**src/hdl/fpl_pkg.sv**
```systemverilog
// Shared types and constants for the frame pacing limiter.
// No dependencies; imported by fpl_serial_md and frame_pacing_limiter_top.
package fpl_pkg;

    localparam int unsigned TICK_W      = 32;
    localparam int unsigned TIME_W      = 64;
    localparam int unsigned ORIGIN_W    = 24;
    localparam int unsigned DELAY_W     = 31;
    localparam int unsigned SUM_W       = 34;
    localparam int unsigned CFG_IDX_W   = 2;
    localparam int unsigned HIST_DEPTH  = 4;
    localparam int unsigned HIST_LOG2   = 2;
    localparam int unsigned STEP_CNT_W  = 5;

    localparam logic [TICK_W:0]    GUARD_TICKS = 33'd50;
    localparam logic [SUM_W-1:0]   ROUND_BIAS  = 34'd2;
    localparam logic [DELAY_W-1:0] DELAY_MAX   = 31'h7FFF_FFFF;

    // speed_mode codes
    localparam logic [1:0] MODE_OFF  = 2'd0;
    localparam logic [1:0] MODE_FULL = 2'd1;
    localparam logic [1:0] MODE_HALF = 2'd2;

    // configuration register indexes
    localparam logic [CFG_IDX_W-1:0] CFG_TICKS_PER_BLANK = 2'd0;
    localparam logic [CFG_IDX_W-1:0] CFG_SPEED_MODE      = 2'd1;
    localparam logic [CFG_IDX_W-1:0] CFG_AUX_SYNC        = 2'd2;

    typedef struct packed {
        logic              start;
        logic [TICK_W-1:0] dividend;
        logic [TICK_W-1:0] divisor;
        logic [TICK_W-1:0] multiplicand;
    } t_md_req;

    typedef struct packed {
        logic              done;
        logic [TICK_W-1:0] quotient;
        logic [TIME_W-1:0] product;
    } t_md_res;

endpackage

```
**src/hdl/fpl_serial_md.sv**
```systemverilog
// Bit-serial divide and multiply unit: one quotient bit and one partial product per cycle during a run.
// Depends on fpl_pkg (t_md_req, t_md_res, widths).
module fpl_serial_md (
    input  logic            i_clk,
    input  logic            i_rst_n,
    input  fpl_pkg::t_md_req i_req,
    output fpl_pkg::t_md_res o_res
);
    import fpl_pkg::*;

    logic                  r_busy;
    logic                  r_done;
    logic [STEP_CNT_W-1:0] r_cnt;
    logic [TICK_W-1:0]     r_rem;
    logic [TICK_W-1:0]     r_quo;
    logic [TICK_W-1:0]     r_dvsr;
    logic [TICK_W-1:0]     r_mcand;
    logic [TIME_W-1:0]     r_prod;

    logic [TICK_W:0]       n_shifted;
    logic [TICK_W:0]       n_trial;
    logic                  n_ge;
    logic [TICK_W:0]       n_psum;

    // restoring division step; a zero divisor yields all ones
    assign n_shifted = {r_rem, r_quo[TICK_W-1]};
    assign n_trial   = n_shifted - {1'b0, r_dvsr};
    assign n_ge      = (n_shifted >= {1'b0, r_dvsr});

    // shift-add multiply step
    assign n_psum = {1'b0, r_prod[TIME_W-1:TICK_W]}
                  + {1'b0, (r_prod[0] ? r_mcand : {TICK_W{1'b0}})};

    always_ff @(posedge i_clk) begin
        if (!i_rst_n) begin
            r_busy <= 1'b0;
            r_done <= 1'b0;
            r_cnt  <= '0;
        end else begin
            r_done <= 1'b0;
            if (i_req.start) begin
                r_busy <= 1'b1;
                r_cnt  <= STEP_CNT_W'(TICK_W - 1);
            end else if (r_busy) begin
                r_cnt <= r_cnt - 1'b1;
                if (r_cnt == '0) begin
                    r_busy <= 1'b0;
                    r_done <= 1'b1;
                end
            end
        end
    end

    always_ff @(posedge i_clk) begin
        if (i_req.start) begin
            r_rem   <= '0;
            r_quo   <= i_req.dividend;
            r_dvsr  <= i_req.divisor;
            r_mcand <= i_req.multiplicand;
            r_prod  <= {{TICK_W{1'b0}}, i_req.divisor};
        end else if (r_busy) begin
            r_rem  <= n_ge ? n_trial[TICK_W-1:0] : n_shifted[TICK_W-1:0];
            r_quo  <= {r_quo[TICK_W-2:0], n_ge};
            r_prod <= {n_psum, r_prod[TICK_W-1:1]};
        end
    end

    assign o_res.done     = r_done;
    assign o_res.quotient = r_quo;
    assign o_res.product  = r_prod;

`ifndef SYNTHESIS
    a_no_restart: assert property (@(posedge i_clk) disable iff (!i_rst_n)
        i_req.start |-> !r_busy)
        else $error("serial unit restarted while busy");
    a_done_ends_busy: assert property (@(posedge i_clk) disable iff (!i_rst_n)
        r_done |-> !r_busy && $past(r_busy))
        else $error("done without a finished run");
    a_run_length: assert property (@(posedge i_clk) disable iff (!i_rst_n)
        i_req.start |=> r_busy && (r_cnt == STEP_CNT_W'(TICK_W - 1)))
        else $error("run did not begin with a full step count");
`endif

endmodule

```
**src/hdl/frame_pacing_limiter_top.sv**
```systemverilog
// A blank with a new origin waits on the 32-step bit-serial divide/multiply unit,
// an unchanged origin does not; either may also wait for the output beat to be taken.
// One item at a time; the next input beat is taken the cycle after the result is loaded.
// Reset (synchronous, active low) clears the configuration, the blank count,
// last origin and time, the tick history, its running sum and the average.
module frame_pacing_limiter_top (
    input  logic                              i_clk,
    input  logic                              i_rst_n,
    // configuration
    input  logic                              i_cfg_we,
    input  logic [fpl_pkg::CFG_IDX_W-1:0]     i_cfg_index,
    input  logic [fpl_pkg::TICK_W-1:0]        i_cfg_wdata,
    // input channel
    input  logic                              i_in_valid,
    output logic                              o_in_ready,
    input  logic [fpl_pkg::ORIGIN_W-1:0]      i_frame_origin,
    input  logic [fpl_pkg::TIME_W-1:0]        i_timestamp,
    // output channel
    output logic                              o_out_valid,
    input  logic                              i_out_ready,
    output logic                              o_flipped,
    output logic [fpl_pkg::DELAY_W-1:0]       o_pace_wait,
    output logic [fpl_pkg::TICK_W-1:0]        o_average_ticks
);
    import fpl_pkg::*;

    localparam logic [2:0] S_IDLE  = 3'd0;
    localparam logic [2:0] S_CHECK = 3'd1;
    localparam logic [2:0] S_MD    = 3'd2;
    localparam logic [2:0] S_RING1 = 3'd3;
    localparam logic [2:0] S_RING2 = 3'd4;
    localparam logic [2:0] S_AVG   = 3'd5;
    localparam logic [2:0] S_EMIT  = 3'd6;

    // configuration registers
    logic [TICK_W-1:0]   r_ticks_per_blank;
    logic [1:0]          r_speed_mode;
    logic                r_aux_sync;

    // block state
    logic [2:0]          r_state, n_state;
    logic [TICK_W-1:0]   r_blanks;
    logic [ORIGIN_W-1:0] r_last_origin;
    logic [TIME_W-1:0]   r_last_time;
    logic [TICK_W-1:0]   r_hist [HIST_DEPTH];
    logic [SUM_W-1:0]    r_sum;
    logic [TICK_W-1:0]   r_avg;

    // item under work
    logic [ORIGIN_W-1:0] r_origin;
    logic [TIME_W-1:0]   r_ts;
    logic [TICK_W-1:0]   r_elapsed;
    logic                r_flip;
    logic [DELAY_W-1:0]  r_delay;

    // output register
    logic                r_out_valid;
    logic                r_out_flip;
    logic [DELAY_W-1:0]  r_out_delay;
    logic [TICK_W-1:0]   r_out_avg;

    t_md_req             md_req;
    t_md_res             md_res;

    logic                in_beat;
    logic                out_free;
    logic [TICK_W-1:0]   n_elapsed;
    logic [SUM_W-1:0]    n_rounded;
    logic [DELAY_W-1:0]  n_delay;

    assign in_beat   = i_in_valid && o_in_ready;
    assign out_free  = !r_out_valid || i_out_ready;
    assign n_elapsed = r_ts[TICK_W-1:0] - r_last_time[TICK_W-1:0];
    assign n_rounded = r_sum + ROUND_BIAS;

    // pacing delay: required = ticks_per_blank * blanks, doubled at half speed,
    // minus (elapsed + guard), clamped at zero and saturated to 31 bits; zero when speed mode is off or aux sync is set
    always_comb begin
        logic [TIME_W-1:0] req2;
        logic [TICK_W:0]   need;
        logic [TICK_W+1:0] diff;
        req2 = (r_speed_mode == MODE_HALF) ? {md_res.product[TIME_W-2:0], 1'b0}
                                           : md_res.product;
        need = {1'b0, r_elapsed} + GUARD_TICKS;
        diff = {1'b0, req2[TICK_W:0]} - {1'b0, need};
        priority if (r_speed_mode == MODE_OFF || r_aux_sync) begin
            n_delay = '0;
        end else if (r_speed_mode == MODE_HALF && md_res.product[TIME_W-1]) begin
            n_delay = DELAY_MAX;
        end else if (|req2[TIME_W-1:TICK_W+1]) begin
            n_delay = DELAY_MAX;
        end else if (diff[TICK_W+1]) begin
            n_delay = '0;
        end else if (|diff[TICK_W:DELAY_W]) begin
            n_delay = DELAY_MAX;
        end else begin
            n_delay = diff[DELAY_W-1:0];
        end
    end

    // start the serial unit once a flip is seen; divisor is the blank count
    assign md_req.start        = (r_state == S_CHECK) && (r_origin != r_last_origin);
    assign md_req.dividend     = n_elapsed;
    assign md_req.divisor      = r_blanks;
    assign md_req.multiplicand = r_ticks_per_blank;

    fpl_serial_md u_md (
        .i_clk   (i_clk),
        .i_rst_n (i_rst_n),
        .i_req   (md_req),
        .o_res   (md_res)
    );

    always_comb begin
        n_state = r_state;
        unique case (r_state)
            S_IDLE:  if (in_beat) n_state = S_CHECK;
            S_CHECK: n_state = (r_origin != r_last_origin) ? S_MD : S_EMIT;
            S_MD:    if (md_res.done) n_state = S_RING1;
            S_RING1: n_state = S_RING2;
            S_RING2: n_state = S_AVG;
            S_AVG:   n_state = S_EMIT;
            S_EMIT:  if (out_free) n_state = S_IDLE;
            default: n_state = S_IDLE;
        endcase
    end

    always_ff @(posedge i_clk) begin
        if (!i_rst_n) begin
            r_state           <= S_IDLE;
            r_ticks_per_blank <= '0;
            r_speed_mode      <= MODE_OFF;
            r_aux_sync        <= 1'b0;
            r_blanks          <= '0;
            r_last_origin     <= '0;
            r_last_time       <= '0;
            r_sum             <= '0;
            r_avg             <= '0;
            r_out_valid       <= 1'b0;
            for (int i = 0; i < HIST_DEPTH; i++) r_hist[i] <= '0;
        end else begin
            r_state <= n_state;

            if (i_cfg_we) begin
                unique case (i_cfg_index)
                    CFG_TICKS_PER_BLANK: r_ticks_per_blank <= i_cfg_wdata;
                    CFG_SPEED_MODE:      r_speed_mode      <= i_cfg_wdata[1:0];
                    CFG_AUX_SYNC:        r_aux_sync        <= i_cfg_wdata[0];
                    default: ;
                endcase
            end

            // count every blank; a flip clears the count below
            if (in_beat) r_blanks <= r_blanks + 1'b1;

            // drop the oldest sample from the running sum, then add the new one
            if (r_state == S_RING1) r_sum <= r_sum - {{(SUM_W-TICK_W){1'b0}}, r_hist[HIST_DEPTH-1]};
            if (r_state == S_RING2) begin
                r_sum     <= r_sum + {{(SUM_W-TICK_W){1'b0}}, md_res.quotient};
                r_hist[0] <= md_res.quotient;
                for (int i = 1; i < HIST_DEPTH; i++) r_hist[i] <= r_hist[i-1];
            end

            if (r_state == S_AVG) begin
                r_avg         <= n_rounded[HIST_LOG2 +: TICK_W];
                r_last_origin <= r_origin;
                r_last_time   <= r_ts + {{(TIME_W-DELAY_W){1'b0}}, r_delay};
                r_blanks      <= '0;
            end

            // output register: load when free, release on the taken beat
            if (r_state == S_EMIT && out_free) begin
                r_out_valid <= 1'b1;
            end else if (i_out_ready) begin
                r_out_valid <= 1'b0;
            end
        end
    end

    // payload registers
    always_ff @(posedge i_clk) begin
        if (in_beat) begin
            r_origin <= i_frame_origin;
            r_ts     <= i_timestamp;
        end
        if (r_state == S_CHECK) begin
            r_flip    <= (r_origin != r_last_origin);
            r_delay   <= '0;
            r_elapsed <= n_elapsed;
        end
        if (r_state == S_RING2) r_delay <= n_delay;
        if (r_state == S_EMIT && out_free) begin
            r_out_flip  <= r_flip;
            r_out_delay <= r_delay;
            r_out_avg   <= r_avg;
        end
    end

    assign o_in_ready      = (r_state == S_IDLE);
    assign o_out_valid     = r_out_valid;
    assign o_flipped       = r_out_flip;
    assign o_pace_wait     = r_out_delay;
    assign o_average_ticks = r_out_avg;

`ifndef SYNTHESIS
    a_noflip_no_delay: assert property (@(posedge i_clk) disable iff (!i_rst_n)
        (r_state == S_EMIT && !r_flip) |-> (r_delay == '0))
        else $error("delay produced for an unchanged origin");
    a_flip_clears_count: assert property (@(posedge i_clk) disable iff (!i_rst_n)
        (r_state == S_EMIT && r_flip) |-> (r_blanks == '0) && (r_last_origin == r_origin))
        else $error("flip did not update blank count or origin");
    a_done_in_wait: assert property (@(posedge i_clk) disable iff (!i_rst_n)
        md_res.done |-> (r_state == S_MD))
        else $error("serial unit finished outside its wait state");
`endif

endmodule
```
**config.mk**
```make
export PLATFORM = sky130hd
export DESIGN_NAME = frame_pacing_limiter_top
export DESIGN_NICKNAME = d
export VERILOG_FILES = /design/src/hdl/fpl_pkg.sv /design/src/hdl/fpl_serial_md.sv /design/src/hdl/frame_pacing_limiter_top.sv
export SDC_FILE = /design/constraint.sdc
export NUM_CORES = 1
export LEC_CHECK = 0
export BUFFER_PORTS_ARGS = -buffer_cell sky130_fd_sc_hd__buf_2
export CORE_UTILIZATION = 34
export CTS_CLUSTER_DIAMETER = 120
export DETAILED_ROUTE_END_ITERATION = 12
export SYNTH_ARGS = -nofsm -noshare
export SYNTH_HDL_FRONTEND = slang
export SYNTH_SLANG_ARGS = --single-unit
```
**constraint.sdc**
```tcl
create_clock -name i_clk -period 4.9 [get_ports i_clk]
set_input_delay 0.245 -clock i_clk [delete_from_list [all_inputs] [get_ports i_clk]]
set_output_delay 0.245 -clock i_clk [all_outputs]
set_load 0.02 [all_outputs]
```
==> results by stage <==
Status:
- The flow ran to the end, and the final reports show no timing, DRC or antenna violations.

Cells and area:
- At the end of the flow, the number of nets in the layout was 4529.
- The antenna diode count is 0.
- The layout cell share with drive strength beyond 1 is 9.37%.
- Relative to the synthesized area, the layout overhead comes to 16.3%.
- The final instance area is 44600 sq um.

Detailed routing:
- Wire segments on met3 add up to 4280 microns in the final route.
- The detailed-router iteration count before antenna repair is 8.
- The routed metal-1 wire length is 44300 microns.
- Routed signal wires occupy layers up through met4.
- Detailed routing placed a total of 45300 microns of wire on met2.
- The number of DRC violations after detailed-routing iteration 0 is 2048.
- The wire length per cell is 16.7 microns.
- The number of nets still failing antenna checks after routing is 0.
- The number of DRC violations after detailed routing is 0.
- The final layout contains routed wiring with a total length of 95800 microns.
- Detailed routing inserted a total of 29.4k vias.
- The vias per cell is 5.13.

Critical path:
- At the worst endpoint, the arrival time is 5.09 ns.
- The kind of cell adding the most delay to the critical path is simple AND/OR/NAND/NOR gates.
- STA puts the critical path data required time at 5.50 ns.
- STA classifies the critical path endpoint as a register.
- The slowest stage cell on the critical path is sky130_fd_sc_hd__edfxtp_1.
- The startpoint of the most critical setup path is r_hist[0][101]$_SDFFCE_PN0P_.
- The worst setup path is launched from a register.
- The setup path with the least slack is of type reg -> reg.
- Walking the worst path, the cells encountered are nor4_4, nand2_1, or2_1, or3_4, nand2b_4, or3_4, nor2_1, xor2_1, a21oi_1, ha_1, and3_1, a221oi_2, nor2b_1, o21ai_0, nand3_1, o22ai_1, mux2i_1, mux2i_1.
- Counting both buffers and inverters, the worst setup path holds a total of 0.
- In this run the number of cells on the critical path is 18.
- The path depth of the worst reg2reg path is 18.
- The highest cell delay on the worst timing path is 0.45 ns.
- Along the worst path, the maximum fanout reaches 7.
- The startpoint of the lowest-slack register-to-register path is r_hist[0][101]$_SDFFCE_PN0P_.

Placed design:
- Buffers placed on the I/O ports in this run total 160.
- Once placement finished, the instance area stood at 40700 sq um.
- At the end of routability-driven placement, the weighted congestion stood at 0.893.
- Summed over all nets, the half-perimeter wirelength after detailed placement is 68700 microns.

Yosys:
- The Yosys step of the flow raised 0 warnings.
- The dominant cell by count in the synthesized netlist is sky130_fd_sc_hd__nand2_1.
- The cell area after synthesis is 38300 sq um.
- After synthesis, the most frequently instantiated cells are sky130_fd_sc_hd__nand2_1, sky130_fd_sc_hd__edfxtp_1, sky130_fd_sc_hd__a21oi_1.
- The area share of the largest cell type after synthesis is 34.5%.
- Sequential elements use 48.3% of the synthesized area.
- The net count of the mapped netlist is 4330.
- The post-synthesis average cell area is 9.65 sq um.
- The distinct cell type count after synthesis is 85.
- Yosys attributes the largest share of cell area to sky130_fd_sc_hd__edfxtp_1, sky130_fd_sc_hd__dfxtp_1, sky130_fd_sc_hd__ha_1, sky130_fd_sc_hd__nand2_1, sky130_fd_sc_hd__a21oi_1.
- sky130_fd_sc_hd__edfxtp_1 takes more of the synthesized area than any other cell.
- The most instantiated flip-flop cell in the synthesis netlist is sky130_fd_sc_hd__edfxtp_1.
- The count of state elements after synthesis is 704.
- The number of flops mapped to enable cells by yosys is 440.
- Counting flops with an async set or reset pin after synthesis yields a share of 0%.
- The synthesized instance count is 3969.

Power and ir drop:
- The switching share of power is 32.0%.
- Dividing total power by cell area gives a power density of 415 nW/um^2.
- VDD sags by at most 0.254 mV.
- In this run the power spent charging and discharging nets is 5.92 mW.
- The total power consumption of the routed design is 18.5 mW.
- The relative contribution of the clock network to total power is 35.2%.
- In this run, flip-flops and latches consume 38.9% of the power.
- The design internal power is 12.6 mW.
- Combinational logic is responsible for 25.9% of the overall power.
- For this design the static power due to leakage is 17.8 nW.

Floorplan:
- The I/O pin count is 193.
- The starting density of the core is 34.5%.
- The floorplan step defined a die boundary enclosing 114000 sq um.
- The area of the core is 111000 sq um.
- The die outline height is 338 microns.
- The floorplan has 122 rows.
- The horizontal die dimension is 338 microns.

Worst hold path:
- Counting instances, the worst hold path has a depth of 4.
- The min-delay analysis places its worst path in the category in -> reg.
- The startpoint identified for the worst hold timing path is i_cfg_index[0].

STA:
- Headroom to the max-slew limit came out at 36.9%.
- The final hold violation count is 0.
- The max-slew violation count is 0.
- On the final layout, the worst clock skew is 0.0935 ns.
- At the pin with the least slew margin, the transition time is 0.944 ns.
- For the final routed database, the setup TNS stands at 0 ns.
- Setup repair after global routing left no endpoint under its margin.
- The setup violation total in the final timing report is 0.
- For this run, the top clock speed supported by timing is 222 MHz.
- The shortest period the worst path allows is 4.50 ns.
- In the finished design, the share of the clock period the worst path needs comes to 91.8%.

Global routing:
- The initial antenna violation count is 3.
- The via count of the first global-routing pass came to 27.6k.
- The total global-route track usage is 16.6%.
- The wire length of the first global-routing pass is 151000 microns.
- The maximum number of pins on one net before global-route repair is 122.
- The global route total overflow is 0.

Flow run:
- The number of max-capacitance violations reported is 0.

Clocking:
- The clock input transition at the sequential cells of the worst setup and hold paths is 0.07 ns.
- Post-CTS timing repair inserted 0 buffers for setup.
- At the later pin of the worst-skew pair, clock insertion delay measures 0.68 ns.
- Counting every sink on the clock net gives 704.
- The number of buffers inserted during clock tree synthesis is 82.
- The H-tree was split into 3 levels.
- The root cell of the clock tree is sky130_fd_sc_hd__clkbuf_16.
- TritonCTS built the clock tree.
- The maximum buffer depth of the clock tree is 3.
[final timing paths]
path                                        to  slack [ns]
hold / removal    r_speed_mode[0]$_SDFFE_PN0P_        0.08
setup reg to reg        r_sum[33]$_SDFFE_PN0P_        0.40
hold reg to reg      u_md.r_mcand[2]$_DFFE_PP_        0.42
setup / recovery        r_sum[33]$_SDFFE_PN0P_        0.40
[cell families after synthesis]
kind of cell | Yosys count | synth area share [%]
compound gates | 896 | 14.8
xor+xnor | 235 | 5.37
fa+ha+maj | 234 | 7.76
buf+inv | 382 | 3.80
flops | 704 | 48.3
mux | 65 | 1.75
simple gates | 1453 | 18.2
[cells in the final DEF, fill, tap and decap left out, drive strengths merged, types with 24 or more instances in the layout]
cell type,count
nand2,530
edfxtp,440
a21oi,320
nor2,307
dfxtp,264
ha,228
buf,203
inv,200
and3,180
o21ai,144
xnor2,123
xor2,112
clkbuf,110
nand3,102
a21o,98
dlygate4sd3,96
nor3,64
a211oi,59
mux2i,50
and2,47
a31oi,46
a221oi,36
nand4,35
o21a,35
or3,35
nor2b,33
nor4,28
nand2b,27
o211ai,26
clkinv,24
[tightest hold or removal path: stages]
cell,delay [ns]
sky130_fd_sc_hd__buf_2,0.12
sky130_fd_sc_hd__nand3b_1,0.17
sky130_fd_sc_hd__mux2i_1,0.09
sky130_fd_sc_hd__nor2_1,0.07
[repair_timing]
item | CTS | global route
resized for setup | 0 | 4
endpoints found under the hold margin | 94 | 0
hold buffers | 96 | 0
endpoints found under the setup margin | 0 | 1
[metal layers]
| layer | GRT usage [%] | vias to the layer above |
|---|---|---|
| met5 | 0 | - |
| met4 | 4.59 | 0 |
| met3 | 2.11 | 140 |
| met2 | 27.7 | 508 |
| met1 | 22.4 | 14007 |
| li1 | - | 14725 |
[stage by stage]
stage | utilization (%) | std cells | setup WS, ns | hold slack, ns
final | 40.1 | 5726 | 0.404 | 0.0832
after CTS | 40.1 | 5726 | 0.318 | 0.0691
after global placement | 36.6 | 5476 | 0.396 | 0.413
after detailed placement | 36.6 | 5476 | 0.346 | 0.413
after floorplan | - | 3969 | 0.306 | 0.344
after global routing | 40.1 | 5726 | 0.0175 | 0.131
[final cells by class]
| class | instances | area (sq um) |
|---|---|---|
| tap | 1488 | 1860 |
| timing repair buffer | 299 | 2110 |
| sequential | 704 | 18500 |
| clock inverter | 44 | 627 |
| fill | 11020 | 66600 |
| inverter | 198 | 753 |
| clock buffer | 110 | 2270 |
| multi-input combinational | 2883 | 18400 |
[registers in the layout, summed over array words and instances, names as in the netlist, 31 cells and up]
name               count
u_md.r_quo            32
r_blanks              32
u_md.r_dvsr           32
u_md.r_mcand          32
r_last_time           32
r_avg                 32
o_average_ticks       32
o_pace_wait           31
r_ticks_per_blank     32
r_elapsed             32
u_md.r_rem            32
r_delay               31
r_sum                 34
u_md.r_prod           64
r_hist               128
r_ts                  32
[power by group through the flow]
stage / logic, mW / registers [mW] / clock network [mW]
2_1_floorplan: 3.63 / 7.15 / 0
3_3_place_gp: 4.65 / 7.31 / 0
3_5_place_dp: 4.68 / 7.32 / 0
4_1_cts: 4.78 / 7.19 / 6.66
5_1_grt: 5.37 / 7.25 / 6.89
6_report: 4.79 / 7.20 / 6.50
Note: power is estimated with default switching activity, not from simulation.
